--- src/sv/argb_blend_pkg.sv ---
package argb_blend_pkg;

    // Widths of the RGB565 channels and the destination alpha nibble.
    localparam int unsigned RW = 5;
    localparam int unsigned GW = 6;
    localparam int unsigned BW = 5;
    localparam int unsigned NW = 4;

    // Source alpha codes that bypass the arithmetic.
    localparam logic [7:0] ALPHA_OPAQUE = 8'hff;
    localparam logic [7:0] ALPHA_CLEAR  = 8'h00;

    // Saturation limits.
    localparam logic [RW-1:0] R_MAX   = 5'h1f;
    localparam logic [GW-1:0] G_MAX   = 6'h3f;
    localparam logic [BW-1:0] B_MAX   = 5'h1f;
    localparam logic [NW-1:0] NIB_MAX = 4'h7;

    // What the final stage does with a pixel.
    typedef enum logic [1:0] {
        MODE_BLEND,
        MODE_OPAQUE,
        MODE_PASS
    } t_mode;

    // One pixel after decode.
    typedef struct packed {
        t_mode          mode;
        logic [8:0]     s;
        logic [RW-1:0]  src_r;
        logic [GW-1:0]  src_g;
        logic [BW-1:0]  src_b;
        logic [15:0]    dst;
        logic [NW-1:0]  nib;
        logic [2:0]     a_hi;
    } t_lane_dec;

    // One pixel after the multipliers.
    typedef struct packed {
        t_mode          mode;
        logic [13:0]    prod_r;
        logic [14:0]    prod_g;
        logic [13:0]    prod_b;
        logic [12:0]    prod_n;
        logic [RW-1:0]  src_r;
        logic [GW-1:0]  src_g;
        logic [BW-1:0]  src_b;
        logic [15:0]    dst;
        logic [NW-1:0]  nib;
        logic [2:0]     a_hi;
    } t_lane_mul;

endpackage

--- src/sv/argb8888_over_rgb565_a3_blend_core.sv ---
// Blends a pair of ARGB8888 source pixels onto a pair of RGB565 destination
// pixels that share one alpha byte (high nibble for the even pixel, low nibble
// for the odd one). Each request passes through three register stages: decode
// of the source alpha, the per-channel multiplies by (256 - A), and the shift,
// add and saturation that also forms the output register. A new pixel pair is
// taken in every cycle unless back-pressure stalls it; a result is valid once
// it has passed all three registers. Each stage holds its request while the
// stage after it is full and stalled, so back-pressure on the output only stops
// the input once all three stages are occupied.
module argb8888_over_rgb565_a3_blend_core (
    input  logic        i_clk,
    input  logic        i_rst_n,
    input  logic        i_in_valid,
    output logic        o_in_ready,
    input  logic [31:0] i_src_even,
    input  logic [31:0] i_src_odd,
    input  logic [15:0] i_dst_even,
    input  logic [15:0] i_dst_odd,
    input  logic [7:0]  i_dst_alpha_pair,
    output logic        o_out_valid,
    input  logic        i_out_ready,
    output logic [15:0] o_out_even,
    output logic [15:0] o_out_odd,
    output logic [7:0]  o_out_alpha_pair
);

    logic r_v1, r_v2, r_v3;
    logic w_rdy1, w_rdy2, w_rdy3;

    argb_blend_pkg::t_lane_dec r_dec [2];
    argb_blend_pkg::t_lane_dec n_dec [2];
    argb_blend_pkg::t_lane_mul r_mul [2];
    argb_blend_pkg::t_lane_mul n_mul [2];
    logic [15:0]                    r_pix [2];
    logic [15:0]                    n_pix [2];
    logic [argb_blend_pkg::NW-1:0]  r_nib [2];
    logic [argb_blend_pkg::NW-1:0]  n_nib [2];

    logic [31:0]                    w_src [2];
    logic [15:0]                    w_dst [2];
    logic [argb_blend_pkg::NW-1:0]  w_dnib [2];

    // A stage may load when it is empty or its contents move on.
    assign w_rdy3     = !r_v3 || i_out_ready;
    assign w_rdy2     = !r_v2 || w_rdy3;
    assign w_rdy1     = !r_v1 || w_rdy2;
    assign o_in_ready = w_rdy1;

    assign w_src[0]  = i_src_even;
    assign w_src[1]  = i_src_odd;
    assign w_dst[0]  = i_dst_even;
    assign w_dst[1]  = i_dst_odd;
    assign w_dnib[0] = i_dst_alpha_pair[7:4];
    assign w_dnib[1] = i_dst_alpha_pair[3:0];

    // Stage one: classify the source alpha and split the channels.
    always_comb begin
        for (int i = 0; i < 2; i++) begin
            if (w_src[i][31:24] == argb_blend_pkg::ALPHA_OPAQUE) begin
                n_dec[i].mode = argb_blend_pkg::MODE_OPAQUE;
            end else if (w_src[i][31:24] == argb_blend_pkg::ALPHA_CLEAR) begin
                n_dec[i].mode = argb_blend_pkg::MODE_PASS;
            end else begin
                n_dec[i].mode = argb_blend_pkg::MODE_BLEND;
            end
            n_dec[i].s     = 9'h100 - {1'b0, w_src[i][31:24]};
            n_dec[i].src_r = w_src[i][23:19];
            n_dec[i].src_g = w_src[i][15:10];
            n_dec[i].src_b = w_src[i][7:3];
            n_dec[i].dst   = w_dst[i];
            n_dec[i].nib   = w_dnib[i];
            n_dec[i].a_hi  = w_src[i][31:29];
        end
    end

    // Stage two: weight each destination channel and the nibble by (256 - A).
    always_comb begin
        for (int i = 0; i < 2; i++) begin
            n_mul[i].mode   = r_dec[i].mode;
            n_mul[i].prod_r = 14'(r_dec[i].s) * 14'(r_dec[i].dst[15:11]);
            n_mul[i].prod_g = 15'(r_dec[i].s) * 15'(r_dec[i].dst[10:5]);
            n_mul[i].prod_b = 14'(r_dec[i].s) * 14'(r_dec[i].dst[4:0]);
            n_mul[i].prod_n = 13'(r_dec[i].s) * 13'(r_dec[i].nib);
            n_mul[i].src_r  = r_dec[i].src_r;
            n_mul[i].src_g  = r_dec[i].src_g;
            n_mul[i].src_b  = r_dec[i].src_b;
            n_mul[i].dst    = r_dec[i].dst;
            n_mul[i].nib    = r_dec[i].nib;
            n_mul[i].a_hi   = r_dec[i].a_hi;
        end
    end

    // Stage three: drop the fraction, add the source, saturate and pick the case.
    always_comb begin
        logic [6:0] sum_r;
        logic [7:0] sum_g;
        logic [6:0] sum_b;
        logic [5:0] sum_n;
        logic [argb_blend_pkg::RW-1:0] res_r;
        logic [argb_blend_pkg::GW-1:0] res_g;
        logic [argb_blend_pkg::BW-1:0] res_b;
        logic [argb_blend_pkg::NW-1:0] res_n;
        for (int i = 0; i < 2; i++) begin
            sum_r = 7'(r_mul[i].prod_r[13:8]) + 7'(r_mul[i].src_r);
            sum_g = 8'(r_mul[i].prod_g[14:8]) + 8'(r_mul[i].src_g);
            sum_b = 7'(r_mul[i].prod_b[13:8]) + 7'(r_mul[i].src_b);
            sum_n = 6'(r_mul[i].prod_n[12:8]) + 6'(r_mul[i].a_hi);
            res_r = (sum_r > 7'(argb_blend_pkg::R_MAX)) ? argb_blend_pkg::R_MAX
                                                        : sum_r[4:0];
            res_g = (sum_g > 8'(argb_blend_pkg::G_MAX)) ? argb_blend_pkg::G_MAX
                                                        : sum_g[5:0];
            res_b = (sum_b > 7'(argb_blend_pkg::B_MAX)) ? argb_blend_pkg::B_MAX
                                                        : sum_b[4:0];
            res_n = (sum_n > 6'(argb_blend_pkg::NIB_MAX)) ? argb_blend_pkg::NIB_MAX
                                                          : sum_n[3:0];
            case (r_mul[i].mode)
                argb_blend_pkg::MODE_OPAQUE: begin
                    n_pix[i] = {r_mul[i].src_r, r_mul[i].src_g, r_mul[i].src_b};
                    n_nib[i] = argb_blend_pkg::NIB_MAX;
                end
                argb_blend_pkg::MODE_PASS: begin
                    n_pix[i] = r_mul[i].dst;
                    n_nib[i] = r_mul[i].nib;
                end
                default: begin
                    n_pix[i] = {res_r, res_g, res_b};
                    n_nib[i] = res_n;
                end
            endcase
        end
    end

    // Valid bits travel with the data; each stage holds while it cannot move.
    always_ff @(posedge i_clk) begin
        if (!i_rst_n) begin
            r_v1 <= 1'b0;
            r_v2 <= 1'b0;
            r_v3 <= 1'b0;
        end else begin
            if (w_rdy1) begin
                r_v1 <= i_in_valid;
            end
            if (w_rdy2) begin
                r_v2 <= r_v1;
            end
            if (w_rdy3) begin
                r_v3 <= r_v2;
            end
        end
    end

    // Payload registers, loaded only when a request moves in.
    always_ff @(posedge i_clk) begin
        if (w_rdy1 && i_in_valid) begin
            r_dec <= n_dec;
        end
        if (w_rdy2 && r_v1) begin
            r_mul <= n_mul;
        end
        if (w_rdy3 && r_v2) begin
            r_pix <= n_pix;
            r_nib <= n_nib;
        end
    end

    assign o_out_valid      = r_v3;
    assign o_out_even       = r_pix[0];
    assign o_out_odd        = r_pix[1];
    assign o_out_alpha_pair = {r_nib[0], r_nib[1]};

endmodule
--- config.mk ---
export PLATFORM = sky130hd
export DESIGN_NAME = argb8888_over_rgb565_a3_blend_core
export DESIGN_NICKNAME = d
export VERILOG_FILES = /design/src/sv/argb_blend_pkg.sv /design/src/sv/argb8888_over_rgb565_a3_blend_core.sv
export SDC_FILE = /design/constraint.sdc
export NUM_CORES = 1
export LEC_CHECK = 0
export ABC_AREA = 1
export BUFFER_PORTS_ARGS = -buffer_cell sky130_fd_sc_hd__buf_2
export CAP_MARGIN = 30
export CORE_ASPECT_RATIO = 1.2
export CORE_UTILIZATION = 40
export DETAILED_ROUTE_END_ITERATION = 6
export SYNTH_ARGS = -nofsm -noshare
export SYNTH_HDL_FRONTEND = slang
export SYNTH_SLANG_ARGS = --single-unit
--- constraint.sdc ---
create_clock -name i_clk -period 3.55 [get_ports i_clk]
set_clock_uncertainty 0.1 [all_clocks]
set_input_delay 0.1775 -clock i_clk [delete_from_list [all_inputs] [get_ports i_clk]]
set_output_delay 0.1775 -clock i_clk [all_outputs]
set_load 0.005 [all_outputs]
==> results of run 1 <==
[cell type report]
| class | instances | area share (%) |
|---|---|---|
| multi-input combinational | 1611 | 44.47 |
| antenna | 1 | 0.008686 |
| tap | 720 | 3.127 |
| clock inverter | 24 | 1.164 |
| timing repair buffer | 436 | 11.73 |
| inverter | 618 | 8.091 |
| clock buffer | 36 | 3.053 |
| sequential | 273 | 28.35 |
[sequential cells by signal, indices dropped and copies added, names as in the netlist]
| register | flops |
|---|---|
| n_mul | 82 |
| o_out_alpha_pair | 8 |
| o_out_even | 16 |
| o_out_odd | 16 |
| o_out_valid | 1 |
| r_dec | 18 |
| r_mul | 130 |
| r_v1 | 1 |
| r_v2 | 1 |
[synth_stat cells (14+ instances only)]
cell      number
a21oi_1       76
a22oi_1       32
buf_2         14
clkbuf_1      57
edfxtp_1     270
fa_1         170
ha_1         196
inv_1        613
nand2_1      745
nand3_1       95
nand4_1       26
nor2_1        80
nor3_1        18
o21ai_0       45
o21bai_1      16
xor2_1        30
[per-stage QoR]
step	util (%)	power (mW)
CTS	50.91	13.34
finish	52.34	13.85
detailed placement	45.06	8.645
global placement	45.06	8.531
global route	52.34	14.84
floorplan	-	7.296
[where the power goes]
part / internal [mW] / switching [mW] / total, mW
logic: 2.71 / 3.29 / 6.00
clock network: 2.32 / 1.46 / 3.78
registers: 3.92 / 0.151 / 4.07
[cells by family after synthesis]
group | after synthesis | synth area share, %
flip-flops | 273 | 36.45
XOR/XNOR | 41 | 1.603
buffers and inverters | 702 | 12.07
AO/OA/AOI/OAI | 203 | 5.450
AND/OR/NAND/NOR | 1001 | 18.29
adder cells (fa/ha/maj) | 366 | 26.13
[path summary, 6_finish.rpt]
path	slack (ps)	endpoint	cells past startpoint
setup reg to reg	-50	r_mul[80]	16
hold / removal	210	n_mul[100]	2
setup / recovery	-50	r_mul[80]	16
hold reg to reg	320	r_mul[2]	0
[metal layers]
layer / up-vias / GRT usage, % / share of wire (%)
met5: - / 0 / 0.049
met4: 4 / 8.372 / 3.8
met3: 123 / 2.811 / 3.7
met2: 351 / 36.37 / 52
met1: 8507 / 22.46 / 41
li1: 8796 / - / -
[timing repair]
action | in CTS | in global routing
setup endpoints to repair | 38 | 43
pin swaps | 150 | 144
setup buffers | 41 | 22
hold endpoints to repair | 103 | 0
resized for setup | 161 | 189
hold buffers | 95 | 0
==> out/metrics.cfg, run 1 <==
[detailed_routing]
dr.pass1.iters=7
routed_wirelength_mm=55.35
viasPerCell=4.781
wire_per_inst_um=14.88
dr_total_vias=17780
drc_errors=0
drt_iter0_drc=818
drt.antenna.violating_nets=0

[setup_path]
slowest_stage=fa_1
cp_top_family=adder cells
worst-path-buf-inv=5
worstSetupPathType=register to register
worstPathRequired_ps=3770
crit_fanout=5
r2r_start=n_mul[15]
cpPeakStageDelay_ps=500
path_cells=buf_6, buf_6, nand2_1, inv_1, fa_1, fa_1, inv_1, fa_1, inv_2, ha_4, a21oi_2, o21bai_4, a21oi_2, nand2_1, nand2_1, nand2_1
crit_path_start_kind=register
end_kind=register
critical_path_arrival_ps=3820
cp-startpoint=n_mul[15]
cpMostUsedCell=nand2_1

[grt]
grt_first_pass_wirelength_mm=89.05
grt_start_max_net_pins=66
gr-total-overflow=0
grt_pass1_vias=18550
grt_use_total_pct=19.66
antenna_found_initial=3

[place]
place_ws_ps=-225.9
dp_cells=3502
dp_hpwl_mm=40.86
gp_congestion=0.8864
postPlaceCellArea_sq_um=24800
portBuffers=133

[final_layout]
design_area_sq_um=28810
multi_input_area_sq_um=12810
drive_gt1_share_pct=23.32
regArea_sq_um=8168
fillers=4948
area_growth_pct=28.58
final_common_cell=nand2_1
fin_cells=3719
layout.nets=3448
mostFrequentLayoutCells=nand2_1, inv_1, edfxtp_1, buf_4, fa_1

[clock_network]
path_clk_slew_ps=60
cts_root_buf=clkbuf_16
cts_buffers=34
clock_path_buffers=3
cts_tree=yes
clock_sinks=273
clock_latency_ps=560
h-tree-depth=2

[synthesis]
synth_edf_count=270
synth.top_cell.area_share_pct=36.18
yosys_warnings=0
syn_area_sq_um=22410
synth_top_area_cell=edfxtp_1
synthCells=2586
synthArstFlopShare_pct=0
synth.area.top_cells=edfxtp_1, fa_1, nand2_1
synth_cell_types=42
yosysSeqAreaShare_pct=36.45
avgSynthCellArea_sq_um=8.665
syn_nets=3060
ys_ff_latch=273
ys.flop_type=edfxtp_1

[min_path]
hold_path_class=input pin to register
min-delay-start=i_dst_alpha_pair[4]

[sta]
setup_viol=14
whs_ps=213.7
report.final.hold_viol_count=0
tightest_slew_ps=892.3
relSlewSlack_pct=40.51
setup_slack_ps=-47.63
fmax_mhz=278.0
setup_tns_ps=-307.9
final.min_clock_period_ps=3598
rsz0062_at_grt=yes
finalMaxSlewViolations=0
finalCritPeriodShare_pct=101.3

[power]
p_leak_nw=14.91
p_per_area_nw_per_um2=480.7
peakVddDrop_mv=0.4175

[die]
rows=94
die_h_um=261.3
start_util_pct=40.71
core_sq_um=55040
die_w_um=218.1
io_pins=150
dieArea_sq_um=56970

[status]
run_status=complete, but fails checks
violations=negative setup slack

[run]
drv_cap=0

(Power assumes the default switching activity.)
==> run 2, diff against run 1 <==
Clock period 3.55 ns to 3.72 ns, I/O delays scaled along.
==> run 2 against run 1 <==
The run now ends clean. Cell area down 3.0%. Clock power down 18%. Utilization down 1.6 points. Critical endpoint is now r_mul[79]. Largest cell class unchanged. Highest routed layer is now met4.
==> out/metrics.cfg, run 2 (same netlist as run 1, synthesis figures left out) <==
[setup_path]
critical_path_arrival_ps=3960
path_cells=buf_6, nand2_2, fa_1, inv_1, fa_1, inv_1, fa_1, inv_1, ha_4, inv_2, o21ai_1, a21oi_1, nor2_1, nor2_2, nand2_1, nand2_1, nand2_1
worst-path-buf-inv=5
cpPeakStageDelay_ps=540
cp.depth=17
crit_path_start_kind=register
crit_fanout=8
crit_path_end=r_mul[79]
cp_top_family=adder cells
slowest_stage=edfxtp_1
worstSetupPathType=register to register
worstPathRequired_ps=3980
reg2reg_to=r_mul[79]
r2r_slack_ps=10
r2r_cells=17
end_kind=register
r2r_start=r_dec[45]
cp-startpoint=r_dec[45]

[detailed_routing]
routed_wirelength_mm=53.98
viasPerCell=4.793
dr_total_vias=17600
drt_iter0_drc=956
drt.antenna.violating_nets=0
dr.pass1.iters=5
drc_errors=0
wire_per_inst_um=14.70

[power]
p_per_area_nw_per_um2=438.4
intPower_mw=7.823
finalPower_mw=12.25
power_switching_mw=4.430
swShare_pct=36.16
p_clk_share_pct=25.3
comb_power_share_pct=43.0
peakVddDrop_mv=0.4095
seq_power_share_pct=31.7
p_leak_nw=14.59

[grt]
antenna_found_initial=0
grt_pass1_vias=17640
gr-total-overflow=0
grt_use_total_pct=18.74
grt_start_max_net_pins=80
grt_first_pass_wirelength_mm=86.10

[sta]
whs_ps=185.0
final.min_clock_period_ps=3705
tightest_slew_ps=759.8
relSlewSlack_pct=49.23
finalMaxSlewViolations=0
finalCritPeriodShare_pct=99.60
report.final.hold_viol_count=0
setup_tns_ps=0
setup_slack_ps=14.91
rsz0062_at_grt=yes
setup_viol=0
fmax_mhz=269.9

[die]
die_w_um=218.1
io_pins=150
core_sq_um=55040
rows=94
dieArea_sq_um=56970
start_util_pct=40.71
die_h_um=261.3

[place]
dp_hpwl_mm=39.79
postPlaceCellArea_sq_um=24490
portBuffers=133
place_ws_ps=-50.67
gp_congestion=0.8778

[final_layout]
layout.nets=3404
area_growth_pct=24.73
largest_register_ffs=130
mostFrequentLayoutCells=nand2_1, inv_1, edfxtp_1, fa_1, ha_1
final_common_cell=nand2_1
top_register=r_mul
drive_gt1_share_pct=18.67
design_area_sq_um=27950

[min_path]
hold_path_class=input pin to register

[clock_network]
h-tree-depth=1
path_clk_slew_ps=70
cts_root_buf=clkbuf_16
cts_tree=yes
clock_latency_ps=610
clock_path_buffers=3
clock_sinks=273
cts_buffers=31

[status]
run_status=finished, final reports clean

[run]
drv_cap=0

[run 2: power by group through the flow]
stage / Clock, mW / Sequential, mW / Combinational [mW]
3_3_place_gp: 0 / 3.95 / 4.02
4_1_cts: 3.20 / 3.89 / 4.31
3_5_place_dp: 0 / 3.96 / 4.11
5_1_grt: 3.28 / 3.91 / 5.95
6_report: 3.10 / 3.88 / 5.27
2_1_floorplan: 0 / 3.87 / 3.03
[run 2: final cells by class]
class,instances,area (sq um)
clock buffer,34,787.0
timing repair buffer,395,3094
clock inverter,21,222.7
antenna,1,2.502
fill,5044,27090
sequential,273,8168
inverter,618,2327
tap,720,900.9
multi-input combinational,1611,12450
[run 2: worst reg2reg max path: cells and delay by family (launching register included)]
kind | cells | cell delay (ps)
fa+ha+maj | 4 | 1750
flops | 1 | 540
simple gates | 6 | 440
buf+inv | 5 | 380
compound gates | 2 | 250
[run 2: layer usage]
metal | track usage (%) | up-vias | part of all wire, %
li1 | - | 8699 | -
met1 | 24.42 | 8497 | 45
met2 | 32.65 | 331 | 49
met3 | 1.905 | 77 | 3.8
met4 | 5.925 | 0 | 2.8
met5 | 0 | - | 0
[run 2: through the flow]
| step | util (%) | cells |
|---|---|---|
| final | 50.78 | 3673 |
| after global routing | 50.77 | 3672 |
| after CTS | 48.42 | 3630 |
| after detailed placement | 44.50 | 3465 |
| after global placement | 44.50 | 3465 |
| after floorplan | - | 2586 |
[run 2: repair_timing]
action                     in CTS  in global routing
gates resized for setup        12                210
pin swaps                       3                147
buffers inserted               14                 38
cloned                          0                  4
setup endpoints to repair      15                 39
hold endpoints to repair      103                  0
hold buffers                   96                  0
[run 2: worst min-delay path by stage]
stage / slack [ps] / start / cells after the start / to
CTS: 150 / i_dst_alpha_pair[7] / 2 / n_mul[103]
global route: 170 / i_src_even[11] / 2 / n_mul[126]
detailed placement: 260 / i_dst_even[14] / 1 / n_mul[118]
floorplan: 180 / i_src_odd[29] / 0 / n_mul[0]
global placement: 260 / i_dst_alpha_pair[1] / 1 / n_mul[4]
finish: 190 / i_dst_alpha_pair[7] / 2 / n_mul[103]
